==> src/rtl/vn3_ram.sv <==
`timescale 1ns / 1ps

module vn3_ram #(
    parameter int AW = 8,
    parameter int DW = 8
) (
    input  logic          clk,
    input  logic          we,
    input  logic [AW-1:0] waddr,
    input  logic [DW-1:0] wdata,
    input  logic          re,
    input  logic [AW-1:0] raddr,
    output logic [DW-1:0] rdata
);

    logic [DW-1:0] mem [2**AW];
    logic [DW-1:0] rdata_reg;

    always_ff @(posedge clk)
    begin
        if (we)
        begin
            mem[waddr] <= wdata;
        end
        if (re)
        begin
            rdata_reg <= mem[raddr];
        end
    end

    assign rdata = rdata_reg;

endmodule

==> config.mk <==
export PLATFORM = sky130hd
export DESIGN_NAME = vn3_ram
export DESIGN_NICKNAME = d
export VERILOG_FILES = /design/src/rtl/vn3_ram.sv
export SDC_FILE = /design/constraint.sdc
export NUM_CORES = 2
export LEC_CHECK = 0
export BUFFER_PORTS_ARGS = -buffer_cell sky130_fd_sc_hd__clkbuf_2
export CAP_MARGIN = 5
export CORE_MARGIN = 2
export CORE_UTILIZATION = 35
export DETAILED_ROUTE_END_ITERATION = 8
export PLACE_DENSITY = 0.5
export SYNTH_ARGS = -nofsm -noshare
export SYNTH_HDL_FRONTEND = slang
export SYNTH_SLANG_ARGS = --single-unit
==> constraint.sdc <==
create_clock -name clk -period 4.7 [get_ports clk]
set_input_delay 0.705 -clock clk [delete_from_list [all_inputs] [get_ports clk]]
set_output_delay 0.705 -clock clk [all_outputs]
set_load 0.05 [all_outputs]
==> results.json <==
{
  "cp_num_buf_inv": 3,
  "cts_root_buf": "clkbuf_16",
  "wl_per_cell_um": 30.3,
  "max_freq_ghz": 0.298,
  "holdWs_ps": 294,
  "async_flop_share_pct": 0,
  "vdd_drop_max_mv": 0.410,
  "die_y_um": 481,
  "numCtsBuffers": 212,
  "cts_hold_buf": 0,
  "critPathLaunchType": "input pin",
  "rsz0062_at_grt": "false",
  "synth_ff_type": "edfxtp_1",
  "path_class": "input pin to register",
  "hold_violations": 0,
  "clkSinkCount": 2056,
  "dp_hpwl_um": 134000,
  "rows": 175,
  "yosys_warnings": 0,
  "required_ps": 5250,
  "synth_cell_types": 54,
  "fin_crit_ps": 3350,
  "worst_pin_slew_ps": 1260,
  "via_per_inst": 5.44,
  "grt_pass1_vias": 39500,
  "finalCritPeriodShare_pct": 71.3,
  "wirelength_um": 216000,
  "critical_path.top_delay_family": "simple AND/OR/NAND/NOR gates",
  "grt_usage_pct": 18.6,
  "grt-ovfl-total": 0,
  "synthesis.area_sq_um": 79600,
  "skew_ps": 46.5,
  "fill_cells": 20200,
  "path_clk_slew_ps": 60,
  "setup_violations": 0,
  "status": "complete, no violations",
  "drc": 0,
  "numPortBuffers": 34,
  "finalMaxSlewViolations": 0,
  "fp.dieW_um": 481,
  "layout-drive-gt1-share_pct": 24.4,
  "cap_viol_max_count": 0,
  "fin_tns_setup_ps": 0,
  "htreeDepth": 4,
  "clk_latency_ps": 850,
  "cp_slowest_cell": "nor3_1",
  "relSlewSlack_pct": 15.4,
  "cts_tree": "done",
  "ant_nets": 0,
  "multiInputGateArea_sq_um": 16500,
  "gp_congestion": 0.857,
  "ys_seq_area_share_pct": 77.5,
  "grt_first_pass_wirelength_um": 308000,
  "io-pin-count": 35,
  "largest_reg_flops": 2048,
  "antenna_found_initial": 13,
  "ys_seq_elements": 2056,
  "cp_max_fo": 31,
  "worstPathCellList": "buf_8 -> buf_12 -> buf_4 -> mux4_2 -> o21ai_0 -> a2111oi_1 -> nor3_1 -> nor4_1",
  "cp.arrival_ps": 3900,
  "endpoint_kind": "register",
  "die-area_sq_um": 231000,
  "cts_resized": 0,
  "syn_to_final_growth_pct": 14.2,
  "syn_nets": 3760,
  "final-seq-area_sq_um": 61700,
  "hold_path.class": "input pin to register",
  "synth_edf_count": 2056,
  "num_antenna_cells": 0,
  "leakagePower_nw": 27.9,
  "core-area_sq_um": 227000,
  "nNetsFinal": 3977,
  "cts_setup_buffers": 0,
  "vias": 38800,
  "synth_cells": 3733,
  "grt_max_degree": 130,
  "power_density_nw_per_um2": 425,
  "postSynthAreaPerCell_sq_um": 21.3,
  "start_util_pct": 35.1,
  "slowest_delay_ps": 870,
  "clk_path_buf_depth": 3,
  "dr.pass1.iters": 6,
  "dr.first_iter.drc_count": 4198
}
## worst paths after layout
| check | from | to | slack (ps) | cells past startpoint |
|---|---|---|---|---|
| setup / recovery | raddr[1] | rdata[1] | 1350 | 8 |
| hold / removal | wdata[0] | mem[158][0] | 290 | 1 |
| hold reg to reg | mem[22][2] | rdata[2] | 1260 | 6 |
| setup reg to reg | mem[235][6] | rdata[6] | 1770 | 5 |
## placed cells by master (no fill, tap or decap), drive strengths merged, types with 12 or more instances in the layout
cell type and n:
edfxtp 2056, mux4 456, clkbuf 290, nor2 282, buf 214, mux2i 134
a22oi 133, a21oi 96, clkinv 87, o221ai 47, nand3 34, nand2 33
nor2b 31, o22ai 28, nor4 27, nor3 22, bufinv 17, a211oi 16
a221oi 14, o21ai 12
## per-layer routing
| metal | global-route usage, % | share of wire (%) |
|---|---|---|
| met1 | 26.5 | 44 |
| met3 | 2.45 | 5.0 |
| met2 | 30.2 | 49 |
| met5 | 0 | 0.0060 |
| met4 | 4.91 | 2.4 |
## cells by family (layout without fill, tap and decap cells)
family	after synthesis	count (layout)	synth area share (%)
AOI/OAI and AO/OA	385	385	3.42
buffers and inverters	235	624	1.83
DFF	2056	2056	77.5
muxes	591	591	14.6
and+or+nand+nor	466	466	2.63
## layout make-up
type	instances	area share (%)
multi-input cells	1442	18.2
clock inverters	118	1.36
inverters	2	0.00825
repair buffers	236	2.40
well taps	3009	4.14
clock buffers	268	6.06
flip-flops and latches	2056	67.9
## where the power goes
part / total, mW / switching [mW] / internal, mW
Combinational: 1.94 / 1.29 / 0.652
Sequential: 20.3 / 0.0250 / 20.2
Clock: 16.4 / 7.16 / 9.27
## per-stage QoR
| stage | setup slack [ps] | total power, mW | std cells | cell area (sq um) | utilization [%] |
|---|---|---|---|---|---|
| 6_report | 1350 | 38.6 | 7131 | 91000 | 40.1 |
| 5_1_grt | 1280 | 39.7 | 7131 | 91000 | 40.1 |
| 2_1_floorplan | 1920 | 21.6 | 3733 | 79600 | - |
| 4_1_cts | 1350 | 39.0 | 7131 | 91000 | 40.1 |
| 3_5_place_dp | 431 | 22.6 | 6745 | 84200 | 37.1 |
| 3_3_place_gp | 414 | 22.6 | 6745 | 84200 | 37.1 |
## synth_stat cells (6+ instances only)
cell type / count / area (sq um)
edfxtp_1: 2056 / 61700
mux4_2: 454 / 10200
nor2_1: 282 / 1060
mux2i_1: 134 / 1340
a22oi_1: 133 / 998
clkbuf_1: 111 / 417
a21oi_1: 96 / 480
o221ai_1: 46 / 403
nand3_1: 34 / 170
nand2_1: 33 / 124
buf_2: 31 / 155
nor2b_1: 31 / 194
o22ai_1: 28 / 175
buf_4: 27 / 203
nor4_1: 24 / 150
buf_1: 22 / 82.6
nor3_1: 22 / 110
buf_6: 21 / 236
a211oi_1: 16 / 120
a221oi_1: 13 / 114
buf_8: 13 / 195
nand4_1: 10 / 62.6
o211ai_1: 10 / 75.1
o21ai_0: 10 / 50.1
a22o_1: 8 / 70.1
buf_12: 8 / 160
nand2b_1: 8 / 50.1
and2_1: 6 / 37.5
(Power assumes the default switching activity.)
