**config.mk**
```make
export PLATFORM = sky130hd
export DESIGN_NAME = vn3_axis
export DESIGN_NICKNAME = d
export VERILOG_FILES = /design/src/rtl/vn3_pkg.sv /design/src/rtl/vn3_axis.sv
export SDC_FILE = /design/constraint.sdc
export NUM_CORES = 1
export LEC_CHECK = 0
export BUFFER_PORTS_ARGS = -buffer_cell sky130_fd_sc_hd__clkbuf_2
export CORE_AREA = 8 8 45 47
export DETAILED_ROUTE_END_ITERATION = 6
export DIE_AREA = 0 0 53 55
export PLACE_DENSITY = 0.91
export SYNTH_ARGS = -nofsm -noshare
export SYNTH_HDL_FRONTEND = slang
export SYNTH_SLANG_ARGS = --single-unit
```
**constraint.sdc**
```tcl
create_clock -name vclk -period 1.15
set_clock_uncertainty 0.05 [all_clocks]
set_input_delay 0.0575 -clock vclk [all_inputs]
set_output_delay 0.0575 -clock vclk [all_outputs]
set_load 0.02 [all_outputs]
```
**src/rtl/vn3_pkg.sv**
```systemverilog
`timescale 1ns / 1ps

package vn3_pkg;

    typedef enum logic [1:0] {
        KIND_SCR = 2'd0,
        KIND_LAT = 2'd1,
        KIND_Q3D = 2'd2,
        KIND_Q1D = 2'd3
    } kind_t;

    localparam int COORD_W = 32;
    localparam int FRAC_W  = 16;
    localparam int VAL_W   = 16;
    localparam int SCR_W   = 8;
    localparam int ADDR_W  = 8;
    localparam int OUT_W   = 17;
    localparam int CORNERS = 8;

    localparam logic [15:0] LATTICE_OFFSET = 16'd10000;
    localparam logic [17:0] SMOOTH_THREE   = 18'd196608;
    localparam logic signed [17:0] ONE_Q15 = 18'sd32768;
    localparam logic signed [17:0] OUT_MAX = 18'sd65535;

    // smoothstep weight 3f^2 - 2f^3 from f*f and f, Q0.16
    function automatic logic [FRAC_W-1:0] smooth(input logic [31:0] ff,
                                                 input logic [FRAC_W-1:0] f);
        logic [17:0] w;
        logic [49:0] p;
        begin
            w = SMOOTH_THREE - {1'b0, f, 1'b0};
            p = 50'(ff) * 50'(w);
            return p[47:32];
        end
    endfunction

    // floor((a*(1-s) + b*s)) as a + floor((b-a)*s)
    function automatic logic signed [VAL_W-1:0] lerp(input logic signed [VAL_W-1:0] a,
                                                     input logic signed [VAL_W-1:0] b,
                                                     input logic [FRAC_W-1:0] s);
        logic signed [16:0] d;
        logic signed [16:0] sw;
        logic signed [33:0] p;
        logic signed [17:0] r;
        logic signed [17:0] t;
        begin
            d  = 17'({b[15], b}) - 17'({a[15], a});
            sw = $signed({1'b0, s});
            p  = d * sw;
            r  = p[33:16];
            t  = r + $signed({{2{a[15]}}, a});
            return t[15:0];
        end
    endfunction

endpackage

```
**src/rtl/vn3_axis.sv**
```systemverilog
`timescale 1ns / 1ps

module vn3_axis #(
    parameter int IDX_W = 8
) (
    input  logic [vn3_pkg::COORD_W-1:0] coord,
    output logic [IDX_W-1:0]            lo,
    output logic [IDX_W-1:0]            hi,
    output logic [vn3_pkg::FRAC_W-1:0]  frac
);

    logic [15:0] ip;

    // floor of the integer part plus offset; only the masked bits matter
    assign ip   = coord[31:16] + vn3_pkg::LATTICE_OFFSET;
    assign lo   = ip[IDX_W-1:0];
    assign hi   = lo + IDX_W'(1);
    assign frac = coord[15:0];

endmodule

```
==> metrics.md, run 1 <==
| Metric | Value |
|---|---|
| Outcome | finished, violations left |
| Failing checks | negative setup slack |
| Slowest stage delay, CP | 0.30 ns |
| Antenna violations before repair | 0 |
| IO Count | 64 |
| Synth Cell Area | 338 sq um |
| Die area | 0.00292 sq mm |
| Detailed Route WL | 766 um |
| Max Slew Vio Count | 0 |
| RePlAce Congestion | 0.733 |
| Via density per instance | 4.06 |
| Cells after Synth | 41 |
| Core box area | 0.00138 sq mm |
| Core Util, Final | 34.4% |
| DR WL/cell | 11.1 um |
| Worst-path cell chain | clkbuf_16, clkinvlp_4, ha_4, nor4b_4, xor2_2, clkbuf_8 |
| # fillers | 149 |
| Initial Util | 24.4% |
| First DRT Iteration DRCs | 5 |
| CP endpoint kind | output port |
| Post-route setup slack | -0.0650 ns |
| Post-DRT Antenna Nets | 0 |
| Final Hold Vio Count | 0 |
| Arrival time at the worst endpoint | 1.11 ns |
| Clkbuf count | 0 |
| RSZ-0062 raised after global routing | yes |
| Critical Path Slowest Stage Cell | nor4b_4 |
| Crit start category | input pin |
| Slew @ Worst Pin | 0.305 ns |
| Syn nets | 76 |
| CTS Hold Buffers Added | 0 |
| Final hold slack | 0.0650 ns |
| Crit path kind | input pin to output port |
| Max Cap Viol | 0 |
| Post-synth cell types | 11 |
| Worst EP required | 1.04 ns |
| Layout cells sized above 1 | 75.5% |
| Worst Hold Class | input pin to output port |
| Area growth from synthesis to layout | 41.1% |
| Antenna fix cells | 0 |
| Overall global routing resource usage | 4.85% |
| Synth warn | 0 |
| Largest net degree at the start of global routing | 6 |
| Number of global-route vias before repair | 283 |
| Die span in x | 53 um |
| Die height | 55 um |
| Drc violations | 0 |
| Fin Setup TNS | -0.0650 ns |
| First-pass GRT wire length | 1180 um |
| Fin crit period | 1.21 ns |
| Mean Syn Cell Area | 8.24 sq um |
| M1 WL | 178 um |
| Lkg Pwr | 0.000241 uW |
| Worst IR drop on VDD | 0.000121 V |
| Post-Place Setup Slack | -0.164 ns |
| Slew headroom | 79.5% |
| Seq. cell area | 0 sq um |
| Gr ovfl total | 0 |
| Power density over cell area | 524 mW/mm^2 |
| Port Buf Inserts | 24 |
| DR vias | 280 |
| Period utilization | 106% |
| Fmax | 0.823 GHz |
| Seq/Total Area, Yosys | 0% |
| CP max FO | 3 |
| WL met3 | 125 um |
| Setup violations, final | 1 |
| Max layer used | met3 |
| # rows | 14 |
| DRT Pass-1 Iters | 3 |
| Sequential cells | 0 |
| Met2 wire len | 462 um |
| Detailed Place HPWL | 731 um |
| Final net count | 90 |
-- Yosys cell counts --
library cell | number | area share (%)
ha_1 | 3 | 11
buf_4 | 20 | 44
xnor2_1 | 5 | 13
nand4_2 | 1 | 3.7
nor4b_4 | 1 | 7.0
nand4_1 | 1 | 1.9
inv_1 | 3 | 3.3
xor2_1 | 2 | 5.2
nor2_1 | 1 | 1.1
nand3_1 | 3 | 4.4
xor2_2 | 1 | 4.8
-- layer usage --
metal / global-route usage [%] / vias up
met4: 0.431 / 0
li1: - / 134
met3: 2.94 / 0
met1: 4.08 / 128
met2: 9.77 / 18
met5: 0 / -
-- cells in the final DEF, fill, tap and decap left out, drive strengths merged --
cell type  count
inv            2
nand4          2
nor4b          1
xor2           3
nand3          3
clkinvlp       1
clkbuf        23
xnor2          5
nor2           1
ha             3
buf            9
-- logic make-up (layout without fill, tap and decap cells) --
kind of cell,after synthesis,count (layout),synth area share (%)
and+or+nand+nor,7,7,18.1
adders and majority gates,3,3,11.1
xor gates and xnor gates,8,8,23.0
buffers and inverters,23,35,47.8
-- power breakdown --
group | leakage (uW) | internal (uW) | total [uW] | switching [uW]
Clock | 0 | 0 | 0 | 0
Combinational | 0.000241 | 115 | 250 | 134
Sequential | 0 | 0 | 0 | 0
Total | 0.000241 | 115 | 250 | 134
-- path summary, 6_finish.rpt --
kind,to,cells after the start,slack (ns),startpoint
setup / recovery,hi[7],6,-0.06,coord[20]
hold / removal,frac[15],0,0.07,coord[15]
-- through the flow --
stage	cells	instance area [sq um]	total power, uW
after floorplan	41	385	219
after global placement	67	420	227
after detailed placement	67	420	230
after CTS	68	457	245
after global routing	69	477	268
final	69	477	250
-- cell type report --
| class | count | area (sq um) | share of cell area [%] |
|---|---|---|---|
| inverter | 3 | 15.0 | 3.15 |
| multi-input combinational | 18 | 228 | 47.8 |
| tap | 16 | 20.0 | 4.20 |
| timing repair buffer | 32 | 214 | 44.9 |
-- repair_timing --
item	in CTS	in global routing
gates resized for setup	5	5
endpoints found under the setup margin	1	2
pin swaps	1	1
setup buffers	1	1
-- critical path: cells and delay by family --
kind | cells | cell delay, ns
XOR/XNOR | 1 | 0.16
buffers and inverters | 3 | 0.36
adder cells (fa/ha/maj) | 1 | 0.23
AND/OR/NAND/NOR | 1 | 0.30
No activity file was read; power rests on OpenSTA's default activity.
==> run 2, diff against run 1 <==
--- a/config.mk
+++ b/config.mk
@@ -5,11 +5,12 @@
 export SDC_FILE = /design/constraint.sdc
 export NUM_CORES = 1
 export LEC_CHECK = 0
-export BUFFER_PORTS_ARGS = -buffer_cell sky130_fd_sc_hd__clkbuf_2
 export CORE_AREA = 8 8 45 47
 export DETAILED_ROUTE_END_ITERATION = 6
 export DIE_AREA = 0 0 53 55
-export PLACE_DENSITY = 0.91
+export DONT_BUFFER_PORTS = 1
+export PLACE_DENSITY = 0.5
+export REMOVE_ABC_BUFFERS = 1
 export SYNTH_ARGS = -nofsm -noshare
 export SYNTH_HDL_FRONTEND = slang
 export SYNTH_SLANG_ARGS = --single-unit
==> run 2 against run 1 <==
Net effect:
- the flow now finishes without violations
- sequential share of layout area is the same
- die area is the same
- combinational power shrank 36%
- final cell count shrank 33%
- fmax grew 11%
- critical path type unchanged
- routed wire length grew 24%
- non-clock buffer count shrank 23
==> metrics.md, run 2 (synthesized netlist as in run 1, its figures left out) <==
| Metric | Value |
|---|---|
| Largest net degree at the start of global routing | 7 (+1) |
| Outcome | completed |
| # fillers | 160 (+7.4%) |
| Crit start category | input pin |
| Area of the multi-input gates | 189 sq um (-17%) |
| Fmax | 0.912 GHz (+11%) |
| Crit path kind | input pin to output port |
| Most frequent cells in the layout | 9 x buf_4, 5 x xnor2_1, 3 x nand3_1 |
| Post-route setup slack | 0.0539 ns (+0.119 ns) |
| Antenna violations before repair | 0 (unchanged) |
| Core box area | 0.00138 sq mm (unchanged) |
| Post-DRT Antenna Nets | 0 (unchanged) |
| Most common cell after layout, fill and taps aside | buf_4 |
| Seq. cell area | 0 sq um (unchanged) |
| Via density per instance | 4.70 (+16%) |
| Detailed Route WL | 947 um (+24%) |
| RSZ-0062 raised after global routing | yes |
| Period utilization | 95.3% (-10 points) |
| CTS Hold Buffers Added | 0 (unchanged) |
| DP Cell Count | 45 (-33%) |
| Die span in x | 53 um (unchanged) |
| Power density over cell area | 552 mW/mm^2 (+5.4%) |
| Sequential cells | 0 (unchanged) |
| Fin Setup TNS | 0 ns (+0.0650 ns) |
| CP max FO | 5 (+2) |
| Number of global-route vias before repair | 207 (-27%) |
| First DRT Iteration DRCs | 1 (-4) |
| Die area | 0.00292 sq mm (unchanged) |
| Final net count | 67 (-26%) |
| Fin crit period | 1.10 ns (-0.119 ns) |
| DR vias | 216 (-23%) |
| Layout cells sized above 1 | 46.7% (-29 points) |
| RePlAce Congestion | 0.588 (-20%) |
| Worst Hold Class | input pin to output port |
| Max Cap Viol | 0 (unchanged) |
| Overall global routing resource usage | 5.73% (+0.88 points) |
| CP endpoint kind | output port |
| IO Count | 64 (unchanged) |
| Slew @ Worst Pin | 0.482 ns (+0.177 ns) |
| Lkg Pwr | 0.000124 uW (-48%) |
| Drc violations | 0 (unchanged) |
| Die height | 55 um (unchanged) |
| Worst IR drop on VDD | 0.0000714 V (-41%) |
| Clkbuf count | 0 (unchanged) |
| Antenna fix cells | 0 (unchanged) |
| Setup violations, final | 0 (-1) |
| First-pass GRT wire length | 1210 um (+2.4%) |
| Port Buf Inserts | 0 (-100%) |
| DRT Pass-1 Iters | 4 (+1) |
| Worst EP required | 1.04 ns (about the same) |
| Final std cells w/o fill | 46 (-33%) |
| DR WL/cell | 20.6 um (+85%) |
| Slew headroom | 67.6% (-12 points) |
| Initial Util | 24.4% (unchanged) |
| Area growth from synthesis to layout | -13.7% |
| Final Hold Vio Count | 0 (unchanged) |
| Max Slew Vio Count | 0 (unchanged) |
| Gr ovfl total | 0 (unchanged) |
| Detailed Place HPWL | 820 um (+12%) |
| Post-Place Setup Slack | 0.0143 ns (+0.179 ns) |
| # rows | 14 (unchanged) |
| Arrival time at the worst endpoint | 0.99 ns (-0.12 ns) |
==> run 2: path summary, 6_finish.rpt <==
check,from,endpoint,slack [ns],cells after the start
worst max-delay path,coord[20],hi[7],0.05,5
worst min-delay path,coord[5],frac[5],0.07,0
==> run 2: where the power goes <==
part | switching (uW) | internal [uW]
Clock | 0 | 0
Combinational | 90.5 | 70.4
Sequential | 0 | 0
Total | 90.5 | 70.4
==> run 2: final cells by class <==
| cell class | count | area share (%) |
|---|---|---|
| Timing Repair Buffer | 9 | 23.2 |
| Inverter | 3 | 5.15 |
| Multi-Input combinational cell | 18 | 64.8 |
| Tap cell | 16 | 6.87 |
==> run 2: layer usage <==
metal	vias to the layer above	wire length [um]	track usage (%)
met3	4	316	9.89
met1	88	190	3.78
met4	2	1	0
met5	-	41	11.1
met2	33	398	7.23
li1	89	-	-
==> run 2: timing repair <==
item / CTS / global route
gates cloned: 0 / 0
resized for setup: 1 / 1
pin swaps: 0 / 3
endpoints found under the hold margin: 0 / 0
buffers inserted: 0 / 1
setup endpoints to repair: 1 / 1
==> run 2: per-stage QoR <==
stage / utilization, % / hold WS (ns) / total power (uW) / instance area [sq um]
after global placement: 19.3 / 0.0651 / 153 / 268
after CTS: 20.3 / 0.0651 / 160 / 280
after global routing: 21.1 / 0.0651 / 172 / 292
after floorplan: - / 0.0650 / 105 / 188
after detailed placement: 19.3 / 0.0651 / 154 / 268
final: 21.1 / 0.0650 / 161 / 292
==> run 2: worst max-delay path: stages <==
cell,delay [ns]
clkinvlp_4,0.08
ha_4,0.23
nor4b_4,0.28
xor2_1,0.18
buf_4,0.16
